**src/hdl/dtbcd_pkg.sv**
```systemverilog
// Shared types, limits and conversion helpers for the calendar-time to BCD packer.
`default_nettype none

package dtbcd_pkg;

   // Saturation limits of the binary fields
   localparam logic [7:0]  SEC_MAX   = 8'd59;
   localparam logic [7:0]  MIN_MAX   = 8'd59;
   localparam logic [7:0]  HOUR_MAX  = 8'd23;
   localparam logic [7:0]  DAY_MAX   = 8'd31;
   localparam logic [7:0]  MONTH_MAX = 8'd12;
   localparam logic [15:0] YEAR_MAX  = 16'd2099;
   localparam logic [15:0] YEAR_BASE = 16'd2000;

   // Two-digit year at the top of the range
   localparam logic [6:0]  YY_MAX    = 7'd99;

   // Month codes that count as part of the previous year for the weekday
   localparam logic [3:0]  MONTH_JAN = 4'd1;
   localparam logic [3:0]  MONTH_FEB = 4'd2;

   // One packed result image
   typedef struct packed {
      logic [6:0] seconds_bcd;
      logic [6:0] minutes_bcd;
      logic [5:0] hours_bcd;
      logic [5:0] day_bcd;
      logic [2:0] weekday;
      logic [4:0] month_bcd;
      logic [7:0] year_bcd;
   } rsp_type;

   // Binary 0..99 to packed BCD; tens by reciprocal multiply (exact here)
   function automatic logic [7:0] to_bcd(input logic [6:0] v);
      logic [14:0] prod;
      logic [3:0]  tens;
      logic [6:0]  tens_x10;
      logic [6:0]  ones;
      prod     = {8'd0, v} * 15'd205;
      tens     = prod[14:11];
      tens_x10 = {tens, 3'b000} + {2'b00, tens, 1'b0};
      ones     = v - tens_x10;
      return {tens, ones[3:0]};
   endfunction

   // ((13*m - 1) / 5) mod 7 with m the March-based month index
   function automatic logic [2:0] month_offset(input logic [3:0] mon);
      logic [2:0] off;
      case (mon)
         4'd1:    off = 3'd0;
         4'd2:    off = 3'd3;
         4'd3:    off = 3'd2;
         4'd4:    off = 3'd5;
         4'd5:    off = 3'd0;
         4'd6:    off = 3'd3;
         4'd7:    off = 3'd5;
         4'd8:    off = 3'd1;
         4'd9:    off = 3'd4;
         4'd10:   off = 3'd6;
         4'd11:   off = 3'd2;
         4'd12:   off = 3'd4;
         default: off = 3'd4; // month zero behaves like December
      endcase
      return off;
   endfunction

   // Remainder by 7 of an 8-bit value: octal digits fold since 8 = 1 mod 7
   function automatic logic [2:0] mod7(input logic [7:0] x);
      logic [4:0] s;
      logic [3:0] t;
      s = {3'b000, x[7:6]} + {2'b00, x[5:3]} + {2'b00, x[2:0]};
      t = {2'b00, s[4:3]} + {1'b0, s[2:0]};
      return (t >= 4'd7) ? 3'(t - 4'd7) : t[2:0];
   endfunction

endpackage

`default_nettype wire

```
**src/hdl/datetime_to_bcd_rtc_packer.sv**
```systemverilog
// Top level: binary calendar time in, packed BCD clock register image out.
`default_nettype none

// A new time value is taken in every cycle in which start is high and busy
// is low; busy is high during reset and the cycle after it. Each result
// passes through one input register and one result register, with the
// saturation, BCD packing and weekday logic between them, and is held on
// the rsp_ ports for exactly one cycle, flagged by rsp_valid. The receiver
// cannot stall, so it must take every result in the cycle it is shown.
// Fields are clamped to second 59, minute 59, hour 23, day 31, month 12 and
// year 2000..2099; the weekday runs 0 (Sunday) to 6 (Saturday).

module datetime_to_bcd_rtc_packer (
   input  wire logic        clock,
   input  wire logic        reset,
   input  wire logic        start,
   output logic             busy,
   input  wire logic [7:0]  req_second,
   input  wire logic [7:0]  req_minute,
   input  wire logic [7:0]  req_hour,
   input  wire logic [7:0]  req_day_of_month,
   input  wire logic [7:0]  req_month,
   input  wire logic [15:0] req_year,
   output logic             rsp_valid,
   output logic [6:0]       rsp_seconds_bcd,
   output logic [6:0]       rsp_minutes_bcd,
   output logic [5:0]       rsp_hours_bcd,
   output logic [5:0]       rsp_day_bcd,
   output logic [2:0]       rsp_weekday,
   output logic [4:0]       rsp_month_bcd,
   output logic [7:0]       rsp_year_bcd
);

   logic                 busy_ff;
   logic                 req_transfer;
   logic                 in_valid_ff;
   logic [7:0]           second_ff;
   logic [7:0]           minute_ff;
   logic [7:0]           hour_ff;
   logic [7:0]           day_ff;
   logic [7:0]           month_ff;
   logic [15:0]          year_ff;
   dtbcd_pkg::rsp_type   result_in;
   dtbcd_pkg::rsp_type   result_ff;
   logic                 rsp_valid_ff;

   assign req_transfer = start && !busy_ff;

   // Control: busy only right out of reset, valid follows the two stages
   always_ff @(posedge clock) begin
      if (reset) begin
         busy_ff      <= 1'b1;
         in_valid_ff  <= 1'b0;
         rsp_valid_ff <= 1'b0;
      end else begin
         busy_ff      <= 1'b0;
         in_valid_ff  <= req_transfer;
         rsp_valid_ff <= in_valid_ff;
      end
   end

   // Input register
   always_ff @(posedge clock) begin
      if (req_transfer) begin
         second_ff <= req_second;
         minute_ff <= req_minute;
         hour_ff   <= req_hour;
         day_ff    <= req_day_of_month;
         month_ff  <= req_month;
         year_ff   <= req_year;
      end
   end

   dtbcd_core u_core (
      .second       (second_ff),
      .minute       (minute_ff),
      .hour         (hour_ff),
      .day_of_month (day_ff),
      .month        (month_ff),
      .year         (year_ff),
      .result       (result_in)
   );

   // Result register
   always_ff @(posedge clock) begin
      if (in_valid_ff) begin
         result_ff <= result_in;
      end
   end

   assign busy            = busy_ff;
   assign rsp_valid       = rsp_valid_ff;
   assign rsp_seconds_bcd = result_ff.seconds_bcd;
   assign rsp_minutes_bcd = result_ff.minutes_bcd;
   assign rsp_hours_bcd   = result_ff.hours_bcd;
   assign rsp_day_bcd     = result_ff.day_bcd;
   assign rsp_weekday     = result_ff.weekday;
   assign rsp_month_bcd   = result_ff.month_bcd;
   assign rsp_year_bcd    = result_ff.year_bcd;

`ifndef ASSERT_OFF
   // Every accepted time value yields a result strobe on rsp_valid
   a_latency: assert property (@(posedge clock) disable iff (reset)
      (start && !busy) |-> ##2 rsp_valid)
      else $error("result strobe missing two cycles after transfer");

   // No result without a matching earlier transfer
   a_no_spurious: assert property (@(posedge clock) disable iff (reset)
      rsp_valid |-> $past(start && !busy, 2))
      else $error("result strobe without a matching transfer");

   // Weekday stays in range and seconds are valid BCD
   a_result_range: assert property (@(posedge clock) disable iff (reset)
      rsp_valid |-> (rsp_weekday <= 3'd6) && (rsp_seconds_bcd[3:0] <= 4'd9)
                    && (rsp_seconds_bcd[6:4] <= 3'd5))
      else $error("weekday or seconds BCD out of range");
`endif

endmodule

`default_nettype wire

```
**src/hdl/dtbcd_core.sv**
```systemverilog
// Combinational saturation, BCD packing and weekday computation for one time value.
`default_nettype none

module dtbcd_core (
   input  wire logic [7:0]         second,
   input  wire logic [7:0]         minute,
   input  wire logic [7:0]         hour,
   input  wire logic [7:0]         day_of_month,
   input  wire logic [7:0]         month,
   input  wire logic [15:0]        year,
   output dtbcd_pkg::rsp_type      result
);

   logic [5:0] sec_sat;
   logic [5:0] min_sat;
   logic [4:0] hour_sat;
   logic [4:0] day_sat;
   logic [3:0] mon_sat;
   logic [6:0] yy_sat;
   logic [15:0] yy_full;
   logic       prev_year;
   logic       prev_century;
   logic [6:0] d_term;
   logic [7:0] n_sum;
   logic [7:0] sec_bcd;
   logic [7:0] min_bcd;
   logic [7:0] hour_bcd;
   logic [7:0] day_bcd;
   logic [7:0] mon_bcd;
   logic [7:0] yy_bcd;

   // Clamp each field to its legal top value; the year is also raised to its base
   always_comb begin
      sec_sat  = (second > dtbcd_pkg::SEC_MAX) ? dtbcd_pkg::SEC_MAX[5:0] : second[5:0];
      min_sat  = (minute > dtbcd_pkg::MIN_MAX) ? dtbcd_pkg::MIN_MAX[5:0] : minute[5:0];
      hour_sat = (hour > dtbcd_pkg::HOUR_MAX) ? dtbcd_pkg::HOUR_MAX[4:0] : hour[4:0];
      day_sat  = (day_of_month > dtbcd_pkg::DAY_MAX) ? dtbcd_pkg::DAY_MAX[4:0]
                                                     : day_of_month[4:0];
      mon_sat  = (month > dtbcd_pkg::MONTH_MAX) ? dtbcd_pkg::MONTH_MAX[3:0] : month[3:0];
      yy_full  = year - dtbcd_pkg::YEAR_BASE;
      if (year > dtbcd_pkg::YEAR_MAX) begin
         yy_sat = dtbcd_pkg::YY_MAX;
      end else if (year < dtbcd_pkg::YEAR_BASE) begin
         yy_sat = 7'd0;
      end else begin
         yy_sat = yy_full[6:0];
      end
   end

   // Weekday congruence; January and February count in the previous year,
   // which for year 2000 drops into the 1900s century term
   always_comb begin
      prev_year    = (mon_sat == dtbcd_pkg::MONTH_JAN) || (mon_sat == dtbcd_pkg::MONTH_FEB);
      prev_century = prev_year && (yy_sat == 7'd0);
      if (prev_century) begin
         d_term = dtbcd_pkg::YY_MAX;
      end else begin
         d_term = yy_sat - {6'd0, prev_year};
      end
      // century part c/4 + 5c is 0 mod 7 for c = 20 and 1 mod 7 for c = 19
      n_sum = {5'd0, dtbcd_pkg::month_offset(mon_sat)} + {1'b0, d_term}
            + {3'd0, d_term[6:2]} + {7'd0, prev_century} + {3'd0, day_sat};
   end

   // BCD packing
   always_comb begin
      sec_bcd  = dtbcd_pkg::to_bcd({1'b0, sec_sat});
      min_bcd  = dtbcd_pkg::to_bcd({1'b0, min_sat});
      hour_bcd = dtbcd_pkg::to_bcd({2'b00, hour_sat});
      day_bcd  = dtbcd_pkg::to_bcd({2'b00, day_sat});
      mon_bcd  = dtbcd_pkg::to_bcd({3'b000, mon_sat});
      yy_bcd   = dtbcd_pkg::to_bcd(yy_sat);
   end

   assign result.seconds_bcd = sec_bcd[6:0];
   assign result.minutes_bcd = min_bcd[6:0];
   assign result.hours_bcd   = hour_bcd[5:0];
   assign result.day_bcd     = day_bcd[5:0];
   assign result.weekday     = dtbcd_pkg::mod7(n_sum);
   assign result.month_bcd   = mon_bcd[4:0];
   assign result.year_bcd    = yy_bcd;

endmodule

`default_nettype wire

```
**config.mk**
```make
export PLATFORM = sky130hd
export DESIGN_NAME = datetime_to_bcd_rtc_packer
export DESIGN_NICKNAME = d
export VERILOG_FILES = /design/src/hdl/dtbcd_pkg.sv /design/src/hdl/datetime_to_bcd_rtc_packer.sv /design/src/hdl/dtbcd_core.sv
export SDC_FILE = /design/constraint.sdc
export NUM_CORES = 1
export LEC_CHECK = 0
export ABC_AREA = 1
export BUFFER_PORTS_ARGS = -buffer_cell sky130_fd_sc_hd__buf_2
export CELL_PAD_IN_SITES_DETAIL_PLACEMENT = 1
export CELL_PAD_IN_SITES_GLOBAL_PLACEMENT = 2
export CORE_MARGIN = 3
export CORE_UTILIZATION = 38
export CTS_CLUSTER_SIZE = 10
export DETAILED_ROUTE_END_ITERATION = 6
export PLACE_DENSITY = 0.91
export SYNTH_ARGS = -nofsm -noshare
export SYNTH_HDL_FRONTEND = slang
export SYNTH_SLANG_ARGS = --single-unit
```
**constraint.sdc**
```tcl
create_clock -name clock -period 8.12 [get_ports clock]
set_input_delay 0.812 -clock clock [delete_from_list [all_inputs] [get_ports clock]]
set_output_delay 0.812 -clock clock [all_outputs]
set_load 0.03 [all_outputs]
```
# Word-level counts from Yosys, hierarchy flattened
# Memory sizes are Yosys's and may differ from the RTL's.
# Index checks and enable logic that the tools add are counted.
# op_classes
n_mul	6
n_addsub	22
muxes	10
reduce_logical	5
n_lt_le_gt_ge	8
eq_ne	2
# ops
op	n
multiplier 6 x 8 -> 14 bit, second input constant	2
multiplier 5 x 8 -> 13 bit, second input constant	2
subtractor 4 bit	6
2-to-1 mux 7 bit	3
adder 8 x 5 -> 8 bit	2
greater-than comparator 16 x 12 -> 1 bit, second input constant	1
greater-than comparator 8 x 5 -> 1 bit, second input constant	2
greater-than comparator 8 x 6 -> 1 bit, second input constant	2
< comparator 16 x 11 -> 1 bit, second input constant	1
multiplier 7 x 8 -> 15 bit, second input constant	1
adder 4 bit	3
multiplier 4 x 8 -> 12 bit, second input constant	1
2-to-1 mux 6 bit	2
2-to-1 mux 5 bit	2
adder 2 x 3 -> 4 bit	2
adder 3 x 7 -> 8 bit	1
adder 4 x 3 -> 4 bit	2
adder 8 x 1 -> 8 bit	1
greater-than comparator 8 x 4 -> 1 bit, second input constant	1
zero test 7 bit	1
subtractor 7 x 1 -> 7 bit	1
subtractor 7 bit, second input constant	1
adder 5 x 3 -> 5 bit	1
adder 4 x 2 -> 4 bit	1
10 further kinds	11
# word_totals
ff_bits	101
memories	1
mem_bits_ro	48
word_cells	70
inputBits	59
# mem_list
memory	depth	width	read_ports	rd_clocked_by_memory_dff	write_ports	line	text
(name not given)	16	3	1	0	0	dtbcd_pkg.sv:49	case (mon)

# Logic depth before layout (Yosys ltp)
# Gate-level depths: netlist (run 1).
# depth
ltp_word	15
ltp_mapped	45

# Modules after synthesis
# From an unflattened synthesis (run 1), not the netlist that was laid out.
# unflattened
hier_cells	883
hier_area_um2	8620.8
# by_module_without_submodules
mod	area_each_um2	n_inst	seq_area_each_um2	cells_per_inst
dtbcd_core	5590.4	1	0.0	776
datetime_to_bcd_rtc_packer	3030.4	1	3002.9	107

# Worst setup path before layout (run 1)
# No wires, ideal clock.
# synth_path
path_type	register to register
from	register month_ff[5]
to	register result_ff, in the netlist rsp_weekday[0], data pin
period_less_slack_ns	7.125
setup_slack_ns	0.995
setup_ns	0.259
path_stages_with_launch	40
required_time_ns	7.861
arrival_time_ns	6.866
path_cell_list	edfxtp_1 nor2_1 nand2_1 a31oi_1 inv_1 nor2_1 inv_1 ha_1 o21ai_0 inv_1 ha_1 nand2_1 xor2_1 nor2_1 fa_1 inv_1 fa_1 inv_1 (+4 left out) inv_1 a21oi_1 o21bai_1 fa_1 xor2_1 ha_1 nand2_1 nand2_1 a31oi_1 xnor2_1 ha_1 inv_1 fa_1 inv_1 ha_1 nand2_1 nand2_1 xor2_1
# synth_lines
element	line	text
from (decl)	datetime_to_bcd_rtc_packer.sv:41	logic [7:0] month_ff;
from (signal assigned)	datetime_to_bcd_rtc_packer.sv:69	month_ff <= req_month;
to (signal assigned)	datetime_to_bcd_rtc_packer.sv:87	result_ff <= result_in;
to (decl)	datetime_to_bcd_rtc_packer.sv:44	dtbcd_pkg::rsp_type result_ff;

==> results_dict.tcl, run 1 <==
set metrics [dict create \
    syn-instance-count 896 \
    vias 6320 \
    r2r_setup_slack_ps 560 \
    drt_first_iter_violations 184 \
    worstPathArrival_ps 7680 \
    ios 103 \
    cts_max_path_buffers 2 \
    groute.usage.overall 0.165 \
    critical-path-top-cell-by-count "inv_1" \
    design.core.area_um2 22200 \
    detail_route.vias_per_cell 4.84 \
    share_of_synthesized_area_occupied_by_flip_flops_and_latches 0.345 \
    grt_pass1_wl_mm 32.9 \
    period_needed_ps 7560 \
    switching_share 0.339 \
    instances_no_fill 1305 \
    tritoncts.num_buffers 9 \
    finalSetupViolations 0 \
    holdBufCountCts 0 \
    power.static_leakage_nw 4.91 \
    synth.area.top_cells "edfxtp_1, ha_1, fa_1" \
    cp_data_required_time_ps 8240 \
    layout.core_utilization 0.449 \
    synth.distinct_cells 39 \
    timing.max_cap.violations 0 \
    power_frac_seq 0.400 \
    remaining_global_route_overflow 0 \
    design.final.nets 1295 \
    chipHeight_um 157 \
    synth_async_sr_flop_share 0 \
    clkLatencyLatePin_ps 360 \
    numClockSinks 101 \
    synth.largest_area_cell "edfxtp_1" \
    cell_chosen_for_the_clock_root "clkbuf_16" \
    status "finished clean" \
    slew-limit-headroom 0.569 \
    antenna_violations_before_repair 0 \
    final_antenna_net_count 0 \
    area_of_the_multi_input_gates_um2 5080 \
    hp-class "flop to flop" \
    route.detailed.wl_per_inst_um 15.0 \
    io_buffers 102 \
    hold_viol 0 \
    place_congestion 0.792 \
    antennaDiodeCount 0 \
    critPathMaxStageDelay_ps 540 \
    drive_gt1_frac 0.171 \
    grt_start_max_net_pins 49 \
    crit_path_end "rsp_weekday[0]$_DFFE_PP_" \
    fillerInstances 2583 \
    areaGrowthSynthToFinish_pct 14.6 \
    first_global_vias 6848 \
    drt-pass1-iter-count 4 \
    count_of_unresolved_drc_violations_after_routing 0 \
    floorplan.initialDensity 0.392 \
    internal_mw 1.05 \
    edff_count_synth 98 \
    dieWidth_um 157 \
    ctsHtreeMaxLevel 3 \
    critical_path_buf_inv_count 7 \
    ff_latch_area_um2 3000 \
    average_cell_area_after_synthesis_um2 9.70 \
    hpwlAfterDp_mm 16.3 \
    timing.setup.critical_path_class "flop to flop" \
    routed_wirelength_mm 19.5 \
    critical_path.reg2reg.endpoint "rsp_weekday[0]$_DFFE_PP_" \
    cts_tree "yes" \
    yosys.cell_count.top_type "ha_1" \
    combPwrFrac 0.322 \
    pwr-share-clk 0.278 \
    crit_cells 38 \
    ys_top_cells_by_count "ha_1, inv_1, nand2_1" \
    skew_ps 9.31 \
    clkTransAtPathRegs_ps 80 \
    pwr_density_cell_nw_per_um2 159 \
    worst_slew_pin_slew_ps 646 \
    yosys_most_used_dff "edfxtp_1" \
    max-vdd-ir-drop_mv 0.0924 \
    crit_path_max_fanout 8 \
    syn-cell-area_um2 8690 \
    total_power_mw 1.58 \
    pins_over_their_slew_limit 0 \
    syn_nets 1171 \
    switchingPower_mw 0.537 \
    slowest_stage "fa_1" \
    worstReg2RegStart "year_ff[4]$_DFFE_PP_" \
    startpoint_type "flop" \
    core_rows 54 \
    placedCellCount 1282 \
    max_freq_ghz 0.132 \
    depth_of_the_worst_register_to_register_path 38 \
    crit_path_end_kind "flop" \
    die_outline_area_um2 24700 \
    crit_start "year_ff[4]$_DFFE_PP_" \
    postSynthRegisterBits 101 \
    synth_warnings 0 \
    final.period_utilization 0.931 \
    netlist.area_leader.share 0.339 \
    worst_path_dominant_cell_family "adder cells" \
]
==> power by group through the flow <==
stage | logic (mW) | clock network, mW | registers [mW]
2_1_floorplan | 0.354 | 0 | 0.676
3_3_place_gp | 0.489 | 0 | 0.644
5_1_grt | 0.601 | 0.476 | 0.637
4_1_cts | 0.520 | 0.459 | 0.634
6_report | 0.510 | 0.440 | 0.633
3_5_place_dp | 0.515 | 0 | 0.646
==> flip-flops by register name, indices dropped and copies added (netlist names), 3 cells and up <==
signal           flops
hour_ff              8
minute_ff            8
day_ff               8
rsp_hours_bcd        6
rsp_minutes_bcd      7
month_ff             8
rsp_day_bcd          6
rsp_month_bcd        5
rsp_seconds_bcd      7
second_ff            8
year_ff             16
rsp_weekday          3
rsp_year_bcd         8
==> cells by family (layout without fill, tap and decap cells) <==
| family | Yosys count | in the layout | synth area share |
|---|---|---|---|
| buf+inv | 170 | 299 | 0.0734 |
| xor+xnor | 30 | 30 | 0.0302 |
| compound gates | 67 | 67 | 0.0459 |
| flops | 101 | 101 | 0.345 |
| fa+ha+maj | 216 | 216 | 0.342 |
| simple gates | 312 | 312 | 0.163 |
==> cells in the final DEF, fill, tap and decap left out, types with 2 or more instances in the layout <==
cell	instances
or2_2	17
a21oi_1	32
nor2_1	57
nand3_1	39
a31oi_1	4
nand3b_1	4
a21o_1	4
nand2_4	2
o21ai_1	2
o21bai_1	4
nand4_1	9
ha_1	180
buf_4	11
inv_6	4
xnor2_1	16
nor3b_1	4
a211oi_1	4
o21ai_0	11
fa_1	36
inv_2	5
clkbuf_16	9
and2_1	3
dfxtp_1	2
nand2_1	150
nor3_1	3
buf_2	102
inv_1	165
or2_0	2
edfxtp_1	98
nor2_2	4
xor2_1	14
nand2_2	10
nor2_4	4
==> routing by layer <==
metal,routed length [um],part of all wire,track usage
met1,9020,0.46,0.214
met2,9700,0.50,0.292
met3,535,0.027,0.0223
met4,273,0.014,0.0401
met5,0,0,0
==> how the worst min path moves through the flow <==
| stage | slack [ps] | from | depth (start not counted) | to |
|---|---|---|---|---|
| floorplan | 490 | day_ff[0]$_DFFE_PP_ | 2 | rsp_day_bcd[0]$_DFFE_PP_ |
| global placement | 490 | busy$_DFF_P_ | 1 | in_valid_ff$_SDFF_PP0_ |
| detailed placement | 490 | busy$_DFF_P_ | 1 | in_valid_ff$_SDFF_PP0_ |
| CTS | 510 | busy$_DFF_P_ | 1 | in_valid_ff$_SDFF_PP0_ |
| global route | 540 | busy$_DFF_P_ | 1 | in_valid_ff$_SDFF_PP0_ |
| finish | 510 | busy$_DFF_P_ | 1 | in_valid_ff$_SDFF_PP0_ |
==> repair_timing <==
action                                  4_1_cts  5_1_grt
resized for setup                             0        8
endpoints found under the setup margin        0        3
buffers inserted                              0        7
==> metrics by stage <==
step	area [um^2]	worst slack, ps	TNS [ps]	hold WS, ps
after detailed placement	9590	306	0	493
after floorplan	8690	995	0	491
after global placement	9590	576	0	489
after CTS	9880	299	0	509
after global routing	9960	-44.5	-75.9	537
final	9960	560	0	509
==> area by class of cell <==
type / count / share of cell area
Clock buffer: 9 / 0.0226
Clock inverter: 7 / 0.00666
Inverter: 170 / 0.0641
Multi-Input combinational cell: 625 / 0.510
Sequential cell: 101 / 0.302
Tap cell: 280 / 0.0352
Timing Repair Buffer: 113 / 0.0595
Note: power is estimated with default switching activity, not from simulation.
==> inputs of run 2 (changes only) <==
Settings changed: CORE_ASPECT_RATIO from default to 1.75, CORE_UTILIZATION 38 to 34, GPL_ROUTABILITY_DRIVEN from default to 0, PLACE_DENSITY 0.91 to 0.86.
Clock period 8.12 ns to 6.8 ns, I/O delays scaled along.
==> run 2 against run 1 <==
  * The flow now finishes with violations (negative setup slack)
  * Critical endpoint unchanged
  * Clock power rose by 16%
  * Critical path depth increased by 1
  * Global-route usage shrank 0.75 points
  * First-iteration DRC count fell by 42%
  * Final area is 6.5% higher
==> results_dict.tcl, run 2 (synthesis gave the netlist of run 1 again) <==
set metrics [dict create \
    status "finished with violations" \
    violations "negative setup slack" \
    fillerInstances 2927 \
    count_of_unresolved_drc_violations_after_routing 0 \
    layout.cells.most_common_list "ha_1, inv_1, nand2_1, buf_2, edfxtp_1" \
    remaining_global_route_overflow 0 \
    floorplan.initialDensity 0.349 \
    max-vdd-ir-drop_mv 0.167 \
    rsz0062_at_grt "yes" \
    die_outline_area_um2 27600 \
    ctsHtreeMaxLevel 3 \
    antennaDiodeCount 0 \
    slowest_stage "fa_1" \
    detailedPlace.worstSlack_ps -330 \
    critPathMaxStageDelay_ps 550 \
    hp-class "input pin to flop" \
    chipHeight_um 218 \
    crit_path_end_kind "flop" \
    max_freq_ghz 0.143 \
    finalSetupViolations 3 \
    numClockSinks 101 \
    first_global_vias 7543 \
    route.detailed.wl_per_inst_um 14.8 \
    core_rows 76 \
    startpoint_type "flop" \
    detail_route.vias_per_cell 4.76 \
    ios 103 \
    grt_pass1_wl_mm 34.7 \
    final_antenna_net_count 0 \
    cp_data_required_time_ps 6920 \
    worstPathArrival_ps 7100 \
    design.final.nets 1347 \
    cts_tree "yes" \
    clkTransAtPathRegs_ps 70 \
    slew-limit-headroom 0.538 \
    skew_ps 6.30 \
    holdBufCountCts 0 \
    final_sum_of_negative_setup_slack_ps -395 \
    dieWidth_um 127 \
    timing.max_cap.violations 0 \
    finalWorstSetupSlack_ps -177 \
    drt_first_iter_violations 106 \
    grt_start_max_net_pins 35 \
    largest_register_ff_count 16 \
    clkLatencyLatePin_ps 370 \
    final.period_utilization 1.03 \
    drt-pass1-iter-count 4 \
    tritoncts.num_buffers 9 \
    hold_viol 0 \
    cts_max_path_buffers 2 \
    power.static_leakage_nw 5.17 \
    timing.setup.critical_path_class "flop to flop" \
    layout.core_utilization 0.426 \
    io_buffers 102 \
    crit_path_max_fanout 4 \
    vias 6615 \
    groute.usage.overall 0.157 \
    mostFrequentLayoutCell "ha_1" \
    worst_path_dominant_cell_family "adder cells" \
    pins_over_their_slew_limit 0 \
    pwr_density_cell_nw_per_um2 186 \
    r2r_setup_slack_ps -180 \
    hpwlAfterDp_mm 17.3 \
    cell_chosen_for_the_clock_root "clkbuf_16" \
    design.core.area_um2 24900 \
    registers.top_by_ff_count "year_ff" \
    areaGrowthSynthToFinish_pct 22.0 \
    antenna_violations_before_repair 0 \
    critical-path-top-cell-by-count "inv_1" \
    routed_wirelength_mm 20.5 \
    worst_slew_pin_slew_ps 691 \
    total_power_mw 1.97 \
    critical_path_buf_inv_count 8 \
    drive_gt1_frac 0.256 \
    period_needed_ps 6980 \
]
[run 2: final cells by class]
| type | instances | area [um^2] | share of cell area |
|---|---|---|---|
| inverter | 170 | 641 | 0.0604 |
| tap | 312 | 390 | 0.0368 |
| multi-input combinational | 625 | 5280 | 0.498 |
| timing repair buffer | 165 | 1000 | 0.0943 |
| clock inverter | 6 | 51.3 | 0.00484 |
| clock buffer | 10 | 239 | 0.0225 |
| sequential | 101 | 3000 | 0.283 |
[run 2: path summary, 6_finish.rpt]
kind	end	from	depth (start not counted)
max	rsp_weekday[0]$_DFFE_PP_	year_ff[4]$_DFFE_PP_	39
min reg2reg	in_valid_ff$_SDFF_PP0_	busy$_DFF_P_	1
min	busy$_DFF_P_	reset	1
max reg2reg	rsp_weekday[0]$_DFFE_PP_	year_ff[4]$_DFFE_PP_	39
[run 2: where the power goes]
| group | switching [mW] | internal, mW | leakage, nW |
|---|---|---|---|
| clock | 0.248 | 0.265 | 0.146 |
| combinational | 0.400 | 0.302 | 4.08 |
| sequential | 0.0109 | 0.744 | 0.950 |
| total | 0.658 | 1.31 | 5.17 |
[run 2: stage by stage]
| step | cell area, um^2 | std cells | hold WS (ps) |
|---|---|---|---|
| after CTS | 10500 | 1385 | 419 |
| after detailed placement | 10000 | 1359 | 500 |
| final | 10600 | 1389 | 441 |
| after global placement | 10000 | 1359 | 489 |
| after floorplan | 8750 | 896 | 491 |
| after global routing | 10600 | 1389 | 431 |
[run 2: worst reg2reg max path: cells and delay by family (launching register included)]
kind,cells,cell delay (ps)
XOR/XNOR,3,460
AND/OR/NAND/NOR,14,1260
adder cells (fa/ha/maj),11,3520
AO/OA/AOI/OAI,3,390
buffers and inverters,8,690
flip-flops,1,420
[run 2: metal layers]
| layer | vias up | global-route usage | wire (um) |
|---|---|---|---|
| li1 | 3305 | - | - |
| met1 | 3170 | 0.143 | 6990 |
| met2 | 107 | 0.333 | 12400 |
| met3 | 33 | 0.0292 | 671 |
| met4 | 0 | 0.0540 | 493 |
| met5 | - | 0 | 0 |
[run 2: repair_timing]
item | CTS | global route
gates resized for setup | 17 | 27
cloned | 0 | 0
pin swaps | 23 | 7
setup endpoints to repair | 3 | 3
hold endpoints to repair | 0 | 0
setup buffers | 10 | 4
==> inputs of run 3 (changes only) <==
Settings changed: RECOVER_POWER from default to 50.
==> run 3 against run 2 <==
  * The run ends with max-capacitance violations, max-slew violations, negative setup slack left
  * Utilization shrank 0.090 points
  * Worst hold slack better by 20 ps
  * Combinational power barely moved
  * Non-clock buffer count did not move
  * Count of clock-buffer cells in the layout did not move
  * Sequential share of layout area about the same
  * Sequential power barely moved
  * Register-to-register slack about the same
  * First-iteration DRC count up 7.5%
  * Critical endpoint unchanged
  * Clock power is essentially flat
  * Via count barely moved
  * Critical path depth did not move
==> results_dict.tcl, run 3 (synthesis gave the netlist of run 1 again) <==
set metrics [dict create \
    final_cell_area_um2 10600 \
    holdWs_ps 461 \
    pwr_density_cell_nw_per_um2 186 \
    groute.usage.overall 0.157 \
    vias 6616 \
    grt_pass1_wl_mm 34.7 \
    crit_path_max_fanout 4 \
    final_antenna_net_count 0 \
    worstReg2RegStart "year_ff[4]$_DFFE_PP_" \
    die_outline_area_um2 27600 \
    whs_path_depth 1 \
    rsz0062_at_grt "yes" \
    pwr-share-clk 0.260 \
    hold_viol 0 \
    clkTransAtPathRegs_ps 70 \
    switching_share 0.334 \
    max_freq_ghz 0.143 \
    first_global_vias 7543 \
    ctsHtreeMaxLevel 3 \
    critical-path-top-cell-by-count "inv_1" \
    power.static_leakage_nw 5.16 \
    layout.cells.most_common_list "ha_1, inv_1, nand2_1, buf_2, edfxtp_1" \
    slew-limit-headroom -0.386 \
    detail_route.vias_per_cell 4.76 \
    critical_path_buf_inv_count 8 \
    cts_tree "yes" \
    design.core.area_um2 24900 \
    grt_start_max_net_pins 35 \
    worst_slew_pin_slew_ps 2080 \
    largest_register_ff_count 16 \
    drive_gt1_frac 0.249 \
    power_frac_seq 0.384 \
    switchingPower_mw 0.659 \
    finalSetupViolations 3 \
    cp_data_required_time_ps 6920 \
    core_rows 76 \
    period_needed_ps 6980 \
    routed_wirelength_mm 20.5 \
    remaining_global_route_overflow 0 \
    route.detailed.wl_per_inst_um 14.8 \
    chipHeight_um 218 \
    pins_over_their_slew_limit 55 \
    hpwlAfterDp_mm 17.3 \
    antenna_violations_before_repair 0 \
    dieWidth_um 127 \
    areaGrowthSynthToFinish_pct 21.8 \
    drt-pass1-iter-count 4 \
    violations "max-capacitance violations, max-slew violations, negative setup slack" \
    count_of_unresolved_drc_violations_after_routing 0 \
    cell_chosen_for_the_clock_root "clkbuf_16" \
    timing.max_cap.violations 2 \
    depth_of_the_worst_register_to_register_path 39 \
    internal_mw 1.31 \
    ios 103 \
    worst_path_dominant_cell_family "adder cells" \
    tritoncts.num_buffers 9 \
    mostFrequentLayoutCell "ha_1" \
    r2r_setup_slack_ps -180 \
    total_power_mw 1.97 \
    numClockSinks 101 \
    worstPathArrival_ps 7100 \
    finalWorstSetupSlack_ps -178 \
    cts_max_path_buffers 2 \
    slowest_stage "fa_1" \
    hp-class "flop to flop" \
    fillerInstances 2929 \
    max-vdd-ir-drop_mv 0.167 \
    design.final.nets 1347 \
    critical_path.reg2reg.endpoint "rsp_weekday[0]$_DFFE_PP_" \
    worst_hold_launch "busy$_DFF_P_" \
    critPathMaxStageDelay_ps 550 \
    startpoint_type "flop" \
    registers.top_by_ff_count "year_ff" \
    combPwrFrac 0.356 \
    final.period_utilization 1.03 \
    antennaDiodeCount 0 \
    timing.setup.critical_path_class "flop to flop" \
    min_delay_worst_endpoint "in_valid_ff$_SDFF_PP0_" \
    floorplan.initialDensity 0.349 \
    io_buffers 102 \
    drt_first_iter_violations 114 \
    postPlaceCellArea_um2 10000 \
    status "finished with violations" \
    crit_path_end_kind "flop" \
    clkLatencyLatePin_ps 370 \
    skew_ps 6.38 \
]
run 3: timing repair:
action	in CTS	in global routing
hold buffers	0	0
pin swaps	23	7
resized for setup	17	27
buffers inserted	10	4
endpoints found under the setup margin	3	3
run 3: stage by stage:
step            util  cells  setup slack, ps  setup TNS [ps]
2_1_floorplan      -    896             13.4               0
3_3_place_gp   0.403   1359            -39.7           -69.4
3_5_place_dp   0.403   1359             -330            -857
4_1_cts        0.420   1385             -110            -227
5_1_grt        0.425   1389             -550           -1520
6_report       0.425   1389             -178            -398
run 3: area by class of cell:
class,instances,area (um^2),share of cell area
clock inverter,6,51.3,0.00485
tap,312,390,0.0369
inverter,170,641,0.0605
sequential,101,3000,0.284
timing repair buffer,165,992,0.0937
multi-input combinational,625,5270,0.498
clock buffer,10,239,0.0226
run 3: how the worst max path moves through the flow:
stage                               start  slack (ps)                       end  cells past startpoint
floorplan            year_ff[4]$_DFFE_PP_          10  rsp_weekday[0]$_DFFE_PP_                     40
global placement    month_ff[6]$_DFFE_PP_         -40  rsp_weekday[0]$_DFFE_PP_                     41
detailed placement  month_ff[6]$_DFFE_PP_        -330  rsp_weekday[0]$_DFFE_PP_                     41
CTS                 month_ff[6]$_DFFE_PP_        -110  rsp_weekday[0]$_DFFE_PP_                     42
global route         year_ff[4]$_DFFE_PP_        -550  rsp_weekday[0]$_DFFE_PP_                     40
finish               year_ff[4]$_DFFE_PP_        -180  rsp_weekday[0]$_DFFE_PP_                     39
run 3: power by group through the flow:
| stage | sequential, mW | clock, mW | combinational [mW] |
|---|---|---|---|
| 6_report | 0.756 | 0.513 | 0.701 |
| 5_1_grt | 0.759 | 0.553 | 0.803 |
| 4_1_cts | 0.756 | 0.536 | 0.685 |
| 3_5_place_dp | 0.770 | 0 | 0.652 |
| 3_3_place_gp | 0.768 | 0 | 0.618 |
| 2_1_floorplan | 0.807 | 0 | 0.435 |
run 3: metal layers:
layer,GRT usage,up-vias,wire length (um),part of all wire
met5,0,-,0,0
met4,0.0540,0,493,0.024
met3,0.0292,33,670,0.033
met2,0.333,105,12400,0.60
met1,0.143,3174,6990,0.34
li1,-,3304,-,-
